<file path="src/hdl/unsigned_and_interval_bounds_assert.svh">
// Assertion macros shared by the interval bounds block.
`ifndef UNSIGNED_AND_INTERVAL_BOUNDS_ASSERT_SVH
`define UNSIGNED_AND_INTERVAL_BOUNDS_ASSERT_SVH

// Same-cycle implication, disabled while in reset
`define UAIB_ASSERT_NOW(label, clk, rst_n, ante, cons, msg) \
  label: assert property (@(posedge clk) disable iff (!rst_n) (ante) |-> (cons)) \
    else $error(msg);

// Next-cycle implication, disabled while in reset
`define UAIB_ASSERT_NEXT(label, clk, rst_n, ante, cons, msg) \
  label: assert property (@(posedge clk) disable iff (!rst_n) (ante) |=> (cons)) \
    else $error(msg);

`endif

</file>
<file path="src/hdl/uaib_pkg.sv">
package uaib_pkg;

  // Width of every request and result field
  localparam int FIELD_W = 32;

  typedef logic [FIELD_W-1:0] field_t;

endpackage

</file>
<file path="src/hdl/uaib_in_if.sv">
// Request channel: two unsigned intervals
interface uaib_in_if;
  import uaib_pkg::*;

  logic   valid;
  logic   ready;
  field_t lo_a;
  field_t hi_a;
  field_t lo_b;
  field_t hi_b;

  modport source (output valid, output lo_a, output hi_a, output lo_b, output hi_b,
                  input ready);
  modport sink   (input valid, input lo_a, input hi_a, input lo_b, input hi_b,
                  output ready);
endinterface

</file>
<file path="src/hdl/uaib_out_if.sv">
// Result channel: bounds of the AND
interface uaib_out_if;
  import uaib_pkg::*;

  logic   valid;
  logic   ready;
  field_t lo_out;
  field_t hi_out;

  modport source (output valid, output lo_out, output hi_out, input ready);
  modport sink   (input valid, input lo_out, input hi_out, output ready);
endinterface

</file>
<file path="src/hdl/unsigned_and_interval_bounds.sv">
// Tightest unsigned interval [lo_out, hi_out] holding x AND y for every x in
// [lo_a, hi_a] and y in [lo_b, hi_b], computed on the low WIDTH bits of each
// field (zero-extended when WIDTH exceeds 32, results cut to 32 bits).
// Inverted intervals are not flagged; the bit searches run on them as given.
// The block is a three-stage pipeline: stage one evaluates, for every bit
// position at once, whether raising a lower bound or lowering an upper bound
// at that bit stays inside its interval; stage two picks the most
// significant such bit; stage three builds the bounds into the output
// register. A request accepted into the stage-one registers moves through
// the stage-two registers into the output register, where its result waits
// to be taken; one request is accepted every cycle while results are taken.
// A stalled output holds each stage in place without loss.
`include "unsigned_and_interval_bounds_assert.svh"

module unsigned_and_interval_bounds #(
  parameter int WIDTH = 32
) (
  input  logic       clk,
  input  logic       rst_n,
  uaib_in_if.sink    in_req,
  uaib_out_if.source out_res
);
  import uaib_pkg::*;

  typedef logic [WIDTH-1:0] word_t;

  // Pipeline handshake
  logic v1_r, v2_r, v3_r;
  logic rdy1, rdy2, rdy3;

  assign rdy3 = !v3_r || out_res.ready;
  assign rdy2 = !v2_r || rdy3;
  assign rdy1 = !v1_r || rdy2;
  assign in_req.ready = rdy1;

  always_ff @(posedge clk) begin
    if (!rst_n) begin
      v1_r <= 1'b0;
      v2_r <= 1'b0;
      v3_r <= 1'b0;
    end else begin
      if (rdy1) v1_r <= in_req.valid;
      if (rdy2) v2_r <= v1_r;
      if (rdy3) v3_r <= v2_r;
    end
  end

  // Stage 1: per-bit candidate tests
  word_t a_in, b_in, c_in, d_in;
  word_t lo_hit_nxt, lo_kind_nxt, hi_hit_nxt, hi_kind_nxt;

  assign a_in = WIDTH'(in_req.lo_a);
  assign b_in = WIDTH'(in_req.hi_a);
  assign c_in = WIDTH'(in_req.lo_b);
  assign d_in = WIDTH'(in_req.hi_b);

  always_comb begin
    word_t bit_m, low_m, ta, tc, tb, td;
    logic  ta_ok, tc_ok, tb_ok, td_ok;
    bit_m = '0;
    low_m = '0;
    ta    = '0;
    tc    = '0;
    tb    = '0;
    td    = '0;
    lo_hit_nxt  = '0;
    lo_kind_nxt = '0;
    hi_hit_nxt  = '0;
    hi_kind_nxt = '0;
    for (int i = 0; i < WIDTH; i++) begin
      bit_m = WIDTH'(1) << i;
      low_m = bit_m - WIDTH'(1);
      // raise a lower bound to the next value with this bit set
      ta = (a_in | bit_m) & ~low_m;
      tc = (c_in | bit_m) & ~low_m;
      ta_ok = !a_in[i] && !c_in[i] && (ta <= b_in);
      tc_ok = !a_in[i] && !c_in[i] && (tc <= d_in);
      lo_hit_nxt[i]  = ta_ok || tc_ok;
      lo_kind_nxt[i] = ta_ok;
      // clear this bit of an upper bound and fill below it
      tb = (b_in & ~bit_m) | low_m;
      td = (d_in & ~bit_m) | low_m;
      tb_ok = b_in[i] && !d_in[i] && (tb >= a_in);
      td_ok = !b_in[i] && d_in[i] && (td >= c_in);
      hi_hit_nxt[i]  = tb_ok || td_ok;
      hi_kind_nxt[i] = tb_ok;
    end
  end

  word_t a1_r, b1_r, c1_r, d1_r;
  word_t lo_hit_r, lo_kind_r, hi_hit_r, hi_kind_r;

  always_ff @(posedge clk) begin
    if (rdy1) begin
      a1_r      <= a_in;
      b1_r      <= b_in;
      c1_r      <= c_in;
      d1_r      <= d_in;
      lo_hit_r  <= lo_hit_nxt;
      lo_kind_r <= lo_kind_nxt;
      hi_hit_r  <= hi_hit_nxt;
      hi_kind_r <= hi_kind_nxt;
    end
  end

  // Stage 2: most significant hit, as a prefix mask and a one-hot bit
  word_t lo_pre_nxt, hi_pre_nxt, lo_oh_nxt, hi_oh_nxt;

  always_comb begin
    for (int i = 0; i < WIDTH; i++) begin
      lo_pre_nxt[i] = |(lo_hit_r >> i);
      hi_pre_nxt[i] = |(hi_hit_r >> i);
    end
  end

  assign lo_oh_nxt = lo_hit_r & ~(lo_pre_nxt >> 1);
  assign hi_oh_nxt = hi_hit_r & ~(hi_pre_nxt >> 1);

  word_t a2_r, b2_r, c2_r, d2_r;
  word_t lo_pre_r, hi_pre_r, lo_oh_r, hi_oh_r;
  logic  lo_from_a_r, hi_from_b_r;

  always_ff @(posedge clk) begin
    if (rdy2) begin
      a2_r        <= a1_r;
      b2_r        <= b1_r;
      c2_r        <= c1_r;
      d2_r        <= d1_r;
      lo_pre_r    <= lo_pre_nxt;
      hi_pre_r    <= hi_pre_nxt;
      lo_oh_r     <= lo_oh_nxt;
      hi_oh_r     <= hi_oh_nxt;
      lo_from_a_r <= |(lo_oh_nxt & lo_kind_r);
      hi_from_b_r <= |(hi_oh_nxt & hi_kind_r);
    end
  end

  // Stage 3: apply the chosen adjustment; no hit leaves the bounds as given
  word_t ta3, tc3, tb3, td3, below3, lo_w, hi_w;

  assign ta3    = (a2_r & ~lo_pre_r) | lo_oh_r;
  assign tc3    = (c2_r & ~lo_pre_r) | lo_oh_r;
  assign below3 = hi_pre_r & ~hi_oh_r;
  assign tb3    = (b2_r & ~hi_pre_r) | below3;
  assign td3    = (d2_r & ~hi_pre_r) | below3;
  assign lo_w   = lo_from_a_r ? (ta3 & c2_r) : (a2_r & tc3);
  assign hi_w   = hi_from_b_r ? (tb3 & d2_r) : (b2_r & td3);

  field_t lo_out_r, hi_out_r;

  always_ff @(posedge clk) begin
    if (rdy3) begin
      lo_out_r <= FIELD_W'(lo_w);
      hi_out_r <= FIELD_W'(hi_w);
    end
  end

  assign out_res.valid  = v3_r;
  assign out_res.lo_out = lo_out_r;
  assign out_res.hi_out = hi_out_r;

  // Checks
  `UAIB_ASSERT_NOW(a_lo_onehot, clk, rst_n, v2_r, $onehot0(lo_oh_r), "lower select not one-hot")
  `UAIB_ASSERT_NOW(a_hi_onehot, clk, rst_n, v2_r, $onehot0(hi_oh_r), "upper select not one-hot")
  `UAIB_ASSERT_NOW(a_full_stall, clk, rst_n, !in_req.ready, v1_r && v2_r && v3_r, "stage free")
  `UAIB_ASSERT_NEXT(a_advance, clk, rst_n, v1_r && rdy2, v2_r, "stage 1 request lost")

endmodule

</file>
<file path="src/flat_wrapper.sv">
// flat-port wrapper written by rule: the top's interface ports become plain ports
module unsigned_and_interval_bounds_flat import uaib_pkg::*;
#(
  parameter int WIDTH = 32
)
  (clk, rst_n, in_req_valid, in_req_lo_a, in_req_hi_a, in_req_lo_b, in_req_hi_b, in_req_ready, out_res_valid, out_res_lo_out, out_res_hi_out, out_res_ready);
  uaib_in_if in_req_i ();
  uaib_out_if out_res_i ();
  input  logic clk;
  input  logic rst_n;
  input wire logic [$bits(in_req_i.valid)-1:0] in_req_valid;
  input wire logic [$bits(in_req_i.lo_a)-1:0] in_req_lo_a;
  input wire logic [$bits(in_req_i.hi_a)-1:0] in_req_hi_a;
  input wire logic [$bits(in_req_i.lo_b)-1:0] in_req_lo_b;
  input wire logic [$bits(in_req_i.hi_b)-1:0] in_req_hi_b;
  output wire logic [$bits(in_req_i.ready)-1:0] in_req_ready;
  output wire logic [$bits(out_res_i.valid)-1:0] out_res_valid;
  output wire logic [$bits(out_res_i.lo_out)-1:0] out_res_lo_out;
  output wire logic [$bits(out_res_i.hi_out)-1:0] out_res_hi_out;
  input wire logic [$bits(out_res_i.ready)-1:0] out_res_ready;
  assign in_req_i.valid = in_req_valid;
  assign in_req_i.lo_a = in_req_lo_a;
  assign in_req_i.hi_a = in_req_hi_a;
  assign in_req_i.lo_b = in_req_lo_b;
  assign in_req_i.hi_b = in_req_hi_b;
  assign in_req_ready = in_req_i.ready;
  assign out_res_valid = out_res_i.valid;
  assign out_res_lo_out = out_res_i.lo_out;
  assign out_res_hi_out = out_res_i.hi_out;
  assign out_res_i.ready = out_res_ready;
  unsigned_and_interval_bounds #(.WIDTH(WIDTH)) u_core (.clk(clk), .rst_n(rst_n), .in_req(in_req_i), .out_res(out_res_i));
endmodule
</file>
<file path="config.mk">
export PLATFORM = sky130hd
export DESIGN_NAME = unsigned_and_interval_bounds_flat
export DESIGN_NICKNAME = d
export VERILOG_FILES = /design/src/hdl/uaib_pkg.sv /design/src/hdl/uaib_in_if.sv /design/src/hdl/uaib_out_if.sv /design/src/hdl/unsigned_and_interval_bounds.sv /design/src/flat_wrapper.sv
export VERILOG_INCLUDE_DIRS = /design/src /design/src/hdl
export SDC_FILE = /design/constraint.sdc
export NUM_CORES = 1
export LEC_CHECK = 0
export ABC_AREA = 1
export BUFFER_PORTS_ARGS = -buffer_cell sky130_fd_sc_hd__buf_2
export CAP_MARGIN = 20
export CORE_MARGIN = 4
export CORE_UTILIZATION = 30
export DETAILED_ROUTE_END_ITERATION = 12
export GPL_TIMING_DRIVEN = 0
export MAX_ROUTING_LAYER = met4
export PLACE_DENSITY_LB_ADDON = 0.3
export SLEW_MARGIN = 15
export SYNTH_ARGS = -nofsm -noshare
export SYNTH_HDL_FRONTEND = slang
export SYNTH_SLANG_ARGS = --single-unit
</file>
<file path="constraint.sdc">
create_clock -name clk -period 12.8 [get_ports clk]
set_clock_uncertainty 0.15 [all_clocks]
set_input_delay 1.92 -clock clk [delete_from_list [all_inputs] [get_ports clk]]
set_output_delay 1.92 -clock clk [all_outputs]
set_load 0.03 [all_outputs]
</file>
Word-level counts from Yosys, hierarchy flattened
Index checks and enable logic that the tools add are counted.
{ "word_totals": {"in_bits": 132, "output_inout_bits": 66, "regBits": 581} }
{ "op_classes": {"magnitude_cmp": 128, "muxes": 2, "bitwise": 22, "reduce_logical": 486} }
{ "ops": {"columns": ["cell", "n"], "rows": [
  [">= comparator 32 bit", 62],
  ["<= comparator 32 bit", 62],
  ["bitwise AND 32 bit", 13],
  ["logical AND 1 bit", 224],
  ["logical NOT 1 bit", 131],
  ["bitwise OR 32 bit", 4],
  ["OR reduction 32 bit", 4],
  ["NOT 32 bit", 3],
  ["logical OR 1 bit", 67],
  [">= comparator 31 x 32 -> 1 bit, first input constant", 2],
  ["<= comparator 32 bit, first input constant", 2],
  ["2-to-1 mux 32 bit", 2],
  ["NOT 31 -> 32 bit", 2],
  ["OR reduction 31 bit", 2],
  ["OR reduction 30 bit", 2],
  ["OR reduction 29 bit", 2],
  ["OR reduction 28 bit", 2],
  ["OR reduction 27 bit", 2],
  ["OR reduction 26 bit", 2],
  ["OR reduction 25 bit", 2],
  ["OR reduction 24 bit", 2],
  ["OR reduction 23 bit", 2],
  ["OR reduction 22 bit", 2],
  ["OR reduction 21 bit", 2],
  ["19 further kinds", 38]
]} }

Logic depth before layout (Yosys ltp)
Gate-level depths: netlist (run 1).
{ "depth": {"depth_word": 5, "depth_mapped": 16, "depth_no_buf": 15} }

Worst setup path before layout (run 1)
Ideal clock, no wire load.
{ "synth_timing": {"path_kind": "input-to-output", "from": "input port out_res_ready", "to": "output port in_req_ready", "t_required_ns": 10.730, "arrival_time_ns": 9.205, "path_stages": 4, "slack_ns": 1.525, "path_cell_list": "inv_1 > nand2_1 > nor2_1 > nand2_1"} }
{ "synth_via": {"elab_chain_len": 3} }
{ "synth_rtl": {"columns": ["element", "line_no", "source"], "rows": [
  ["start, declared", "flat_wrapper.sv:20", "input wire logic [$bits(out_res_i.ready)-1:0] out_res_ready;"],
  ["logical OR 1 bit", "unsigned_and_interval_bounds.sv:31", "assign rdy3 = !v3_r || out_res.ready;"],
  ["net u_core.rdy3", "unsigned_and_interval_bounds.sv:29", "logic rdy1, rdy2, rdy3;"],
  ["logical OR 1 bit", "unsigned_and_interval_bounds.sv:32", "assign rdy2 = !v2_r || rdy3;"],
  ["logical OR 1 bit", "unsigned_and_interval_bounds.sv:33", "assign rdy1 = !v1_r || rdy2;"],
  ["end, declared", "flat_wrapper.sv:16", "output wire logic [$bits(in_req_i.ready)-1:0] in_req_ready;"]
]} }
The timed path passes the listed nets, and every way through them passes these cells.

Worst setup path in the final report (run 1)
Ends and elaborated chain as after synthesis.

==> flow_summary.toml, run 1 <==
[route]
drtIter0Drc = 1667
route.detailed.drc = 0
routed_wl_microns = 86000
ant_nets = 0
detail_routed_via_count_per_cell = 4.67
detailroute.via_count = 20600
drt_pass1_iterations = 5
wl_per_cell_microns = 19.5

[sta]
rsz_0062_raised_after_global_routing = "false"
max_slew.worst_pin.slew_ns = 0.951
worst_slack_ns = 6.89
hold-worst-slack_ns = 0.259
maxSlewViolCount = 0
maxSlewHeadroom_pct = 36.0
setup-violations-final = 0
layout_worst_path_cycle_share_pct = 46.2
max_freq_ghz = 0.169
finalCriticalPeriod_ns = 5.91
hold_violations = 0

[final_layout]
layout_commonest_cell = "sky130_fd_sc_hd__nand2_1"
post_route_cells_drive_above_1_share_pct = 11.6
final_cell_mix = "sky130_fd_sc_hd__nand2_1 (625), sky130_fd_sc_hd__edfxtp_1 (576), sky130_fd_sc_hd__inv_1 (418), sky130_fd_sc_hd__nor2_1 (325), sky130_fd_sc_hd__buf_2 (201)"
syn2layout_area_growth_pct = 16.7
final_nets = 3361

[die]
std_cell_rows = 112
die_y_microns = 316
floorplan.die_area_sq_um = 100000
start_util_pct = 30.4
die_w_microns = 316
io_pins = 198
core_area_sq_um = 93700

[power]
power_density_relative_to_cell_area_nw_per_um2 = 139
irDropWorstVdd_mv = 0.102
cellLeakagePower_nw = 14.6

[clocking]
cts.sink_count = 579
cts_setup_buffers = 0
h-tree-depth = 2
tritoncts_clock_tree = "yes"
ctsHoldBuffers = 0
clock_tree.buffer_depth = 3
cts-root-buf = "sky130_fd_sc_hd__clkbuf_16"
cts_buffers = 58
cts_repair_resize_count = 0
insertion_delay_of_the_later_clocked_pin_in_the_worst_skew_pair_ns = 0.63
clk_transition_reported_paths_ns = 0.06

[grt]
gr-total-overflow = 0
grt_pass1_vias = 20000
gr-usage-all-layers_pct = 17.3
wire_length_of_the_first_global_routing_pass_microns = 125000
initial_antenna_violation_count = 16
grt_max_degree = 113

[placed_design]
detailed_place_hpwl_microns = 67600
place_ws_ns = 6.84
gp_routability_congestion = 0.904
numPortBuffers = 197

[yosys]
ys_seq_area_share_pct = 60.9
yosys_warnings = 0
yosys_cell_types = 49
mappedNetlistNets = 3097
syn_area_sq_um = 28500
syn-mean-instance-area_sq_um = 10.0
postSynthCellCount = 2843
ys_ff_latch = 579

[setup_path]
endpoint_kind = "primary output"
critPathKind = "primary input to primary output"
worst_ep_arrival_time_ns = 3.84
worst-path-max-fanout = 42
data_required_time_of_the_worst_path_ns = 10.73
critical_path.startpoint_type = "primary input"

[job]
max_cap_violations = 0

[run_status]
outcome = "finished, final reports clean"

[hold_path]
hp-class = "flip-flop to flip-flop"
## synthesized netlist by cell type (all sizes together)
library cell | count | area (sq um)
nand2 | 640 | 2440
edfxtp | 576 | 17300
inv | 430 | 1620
nor2 | 342 | 1370
a21oi | 180 | 905
o21ai | 152 | 761
nand3 | 149 | 768
ha | 122 | 1530
nor3 | 53 | 309
nand4 | 46 | 300
a211oi | 32 | 240
a32o | 31 | 310
buf | 13 | 87.6
clkbuf | 13 | 48.8
a21o | 9 | 67.6
nor4 | 8 | 50.1
o211ai | 6 | 45.0
o21bai | 6 | 45.0
o31ai | 6 | 45.0
o21a | 5 | 37.5
a31o | 4 | 35.0
a21boi | 3 | 22.5
a221oi | 3 | 26.3
dfxtp | 3 | 60.1
nor3b | 3 | 45.1
or2 | 3 | 18.8
and3 | 2 | 12.5
clkinv | 1 | 3.75
nand3b | 1 | 7.51
o2bb2ai | 1 | 8.76
## final cells by class
type	instances	area [sq um]
multi-input combinational	1807	9420
tap	1254	1570
fill	9458	60500
timing repair buffer	204	1180
sequential	579	17400
clock inverter	36	407
clock buffer	69	1560
inverter	431	1630
antenna	7	17.5
buffer	26	136
## power by group
group | switching [mW] | internal (mW) | total, mW | leakage, nW
clock | 0.725 | 1.03 | 1.75 | 0.955
combinational | 0.431 | 0.161 | 0.593 | 7.37
sequential | 0.0534 | 2.21 | 2.26 | 6.30
total | 1.21 | 3.40 | 4.61 | 14.6
## final timing paths
| path | from | to | slack, ns | cells past startpoint |
|---|---|---|---|---|
| worst max register to register | u_core.out_res.valid | u_core.d1_r[1] | 9.86 | 5 |
| worst min register to register | u_core.a1_r[19] | u_core.a2_r[19] | 0.26 | 0 |
| worst max-delay path | out_res_ready | in_req_ready | 6.89 | 6 |
| worst min-delay path | u_core.a1_r[19] | u_core.a2_r[19] | 0.26 | 0 |
## cells by family (layout without fill, tap and decap cells)
group	Yosys count	count (layout)	share of synthesized area (%)
compound gates	438	438	8.94
flops	579	579	60.9
buf+inv	457	766	6.16
fa+ha+maj	122	122	5.35
other cells	0	7	0
simple gates	1247	1247	18.7
## per-layer routing
metal | share of wire (%) | track usage [%]
met5 | 0 | -
met4 | 3.7 | 6.13
met3 | 5.0 | 2.35
met2 | 45 | 27.3
met1 | 46 | 23.1
## metrics by stage
step                      std cells  TNS (ns)  cell area (sq um)  power, mW  util [%]
after global routing           4412         0              33300       4.82      35.5
after global placement         4294   -486.63              31100       2.90      33.1
after detailed placement       4301         0              31300       2.90      33.4
final                          4413         0              33300       4.61      35.5
after CTS                      4406         0              33200       4.67      35.5
after floorplan                2843         0              28500       2.65         -
## critical path, cell delays in order
cell and delay, ns:
sky130_fd_sc_hd__buf_2 0.11, sky130_fd_sc_hd__inv_1 0.08, sky130_fd_sc_hd__nand2_4 0.24, sky130_fd_sc_hd__nor2_1 0.54, sky130_fd_sc_hd__nand2_4 0.52, sky130_fd_sc_hd__buf_2 0.36
Power figures use the tool's default switching activity.
==> run 2: changes to the inputs <==
==> constraint.sdc (replaced) <==
create_clock -name clk -period 5.45 [get_ports clk]
set_clock_uncertainty 0.15 [all_clocks]
set_input_delay 0.8175 -clock clk [delete_from_list [all_inputs] [get_ports clk]]
set_output_delay 0.8175 -clock clk [all_outputs]
set_load 0.03 [all_outputs]
==> run 2 against run 1 <==
Net effect: setup slack worse by 5.2 ns; sequential power rose by 140%; global-route usage grew 0.053 points; final area barely moved; cell count is 0.18% higher; sequential share of layout area hardly changed; worst hold slack worse by 0.0098 ns; clock-buffer cell count shrank 2; flip-flop and latch count did not move; die area is the same; routed wire length is 0.25% higher; critical path type is now flip-flop to primary output; largest power group unchanged; highest routed layer unchanged.
==> flow_summary.toml, run 2 (synthesis results as in run 1) <==
[sta]
maxSlewHeadroom_pct = 31.2
fin_tns_setup_ns = 0
layout_worst_path_cycle_share_pct = 68.1
maxSlewViolCount = 0
max_freq_ghz = 0.269
finalCriticalPeriod_ns = 3.71
hold-worst-slack_ns = 0.249
max_slew.worst_pin.slew_ns = 1.02
setup-violations-final = 0
hold_violations = 0
rsz_0062_raised_after_global_routing = "false"

[setup_path]
data_required_time_of_the_worst_path_ns = 4.48
worst_ep_arrival_time_ns = 2.74
critical_path.startpoint_type = "flip-flop"
r2r_start = "u_core.out_res.valid"
worst-path-max-fanout = 85
critPathKind = "flip-flop to primary output"
startpoint = "u_core.out_res.valid"
endpoint_kind = "primary output"

[clocking]
cts_buffers = 58
cts-root-buf = "sky130_fd_sc_hd__clkbuf_16"
tritoncts_clock_tree = "yes"
cts.sink_count = 579
clock_tree.buffer_depth = 3
ctsHoldBuffers = 0
insertion_delay_of_the_later_clocked_pin_in_the_worst_skew_pair_ns = 0.64
h-tree-depth = 2
cts_repair_resize_count = 0
clk_transition_reported_paths_ns = 0.06
cts_setup_buffers = 0

[final_layout]
multiInputGateArea_sq_um = 9440
final_cell_mix = "sky130_fd_sc_hd__nand2_1 (625), sky130_fd_sc_hd__edfxtp_1 (576), sky130_fd_sc_hd__inv_1 (417), sky130_fd_sc_hd__nor2_1 (324), sky130_fd_sc_hd__buf_2 (201)"
total_area_of_sequential_cells_sq_um = 17400
finish.cell_count_without_fillers = 4421
layout_commonest_cell = "sky130_fd_sc_hd__nand2_1"
fillCellCount = 9505
syn2layout_area_growth_pct = 16.7
post_route_cells_drive_above_1_share_pct = 11.7
final_nets = 3364

[grt]
gr-total-overflow = 0
wire_length_of_the_first_global_routing_pass_microns = 126000
grt_max_degree = 101
gr-usage-all-layers_pct = 17.4
initial_antenna_violation_count = 17
grt_pass1_vias = 19800

[route]
routed_wl_microns = 86200
drt_pass1_iterations = 7
detailroute.via_count = 20700
ant_nets = 0
detail_routed_via_count_per_cell = 4.67
drtIter0Drc = 1761
wl_per_cell_microns = 19.5
route.detailed.drc = 0

[placed_design]
numPortBuffers = 197
post-place-cells = 4304
detailed_place_hpwl_microns = 67300
gp_routability_congestion = 0.919

[power]
power_density_relative_to_cell_area_nw_per_um2 = 324
irDropWorstVdd_mv = 0.225
cellLeakagePower_nw = 14.6

[run_status]
outcome = "finished, final reports clean"

[die]
die_w_microns = 316
die_y_microns = 316
std_cell_rows = 112
io_pins = 198
floorplan.die_area_sq_um = 100000
core_area_sq_um = 93700
start_util_pct = 30.4

[hold_path]
hp-class = "primary input to flip-flop"
worstHoldStart = "rst_n"

[job]
max_cap_violations = 0
==> run 2: power by group <==
part	switching, mW	internal, mW
clock	1.73	2.33
sequential	0.127	5.19
combinational	1.01	0.378
total	2.87	7.90
==> run 2: layout make-up <==
cell class | instances | share of cell area, %
Tap cell | 1254 | 4.72
Timing Repair Buffer | 207 | 3.63
Clock buffer | 67 | 4.46
Buffer | 26 | 0.410
Clock inverter | 39 | 1.27
Antenna cell | 11 | 0.0827
Sequential cell | 579 | 52.2
Multi-Input combinational cell | 1807 | 28.4
Inverter | 431 | 4.89
==> run 2: routing by layer <==
metal / wire length, microns / GRT usage, % / vias up
li1: - / - / 10300
met1: 40200 / 23.5 / 9782
met2: 39700 / 27.5 / 502
met3: 3830 / 2.13 / 118
met4: 2480 / 5.30 / 0
met5: 0 / - / -
==> run 2: worst max-delay path: stages (launching register included) <==
cell and delay [ns]:
sky130_fd_sc_hd__dfxtp_1 0.45, sky130_fd_sc_hd__nand2_8 0.37, sky130_fd_sc_hd__nor2_4 0.37, sky130_fd_sc_hd__nand2_8 0.39, sky130_fd_sc_hd__buf_2 0.38
==> run 2: metrics by stage <==
| step | instance area [sq um] | utilization, % | setup WS [ns] | total power [mW] |
|---|---|---|---|---|
| final | 33300 | 35.5 | 1.74 | 10.8 |
| after global routing | 33300 | 35.5 | 1.49 | 11.2 |
| after CTS | 33200 | 35.5 | 1.59 | 10.9 |
| after detailed placement | 31300 | 33.4 | 1.45 | 6.80 |
| after global placement | 31100 | 33.2 | -2.64 | 6.80 |
| after floorplan | 28500 | - | -0.296 | 6.22 |
==> run 2: worst paths after layout <==
path	slack, ns	to	depth (start not counted)
worst max-delay path	1.74	in_req_ready	4
worst min-delay path	0.25	u_core.v2_r	2
worst max register to register	2.53	u_core.c2_r[4]	7
worst min register to register	0.26	u_core.b2_r[14]	0
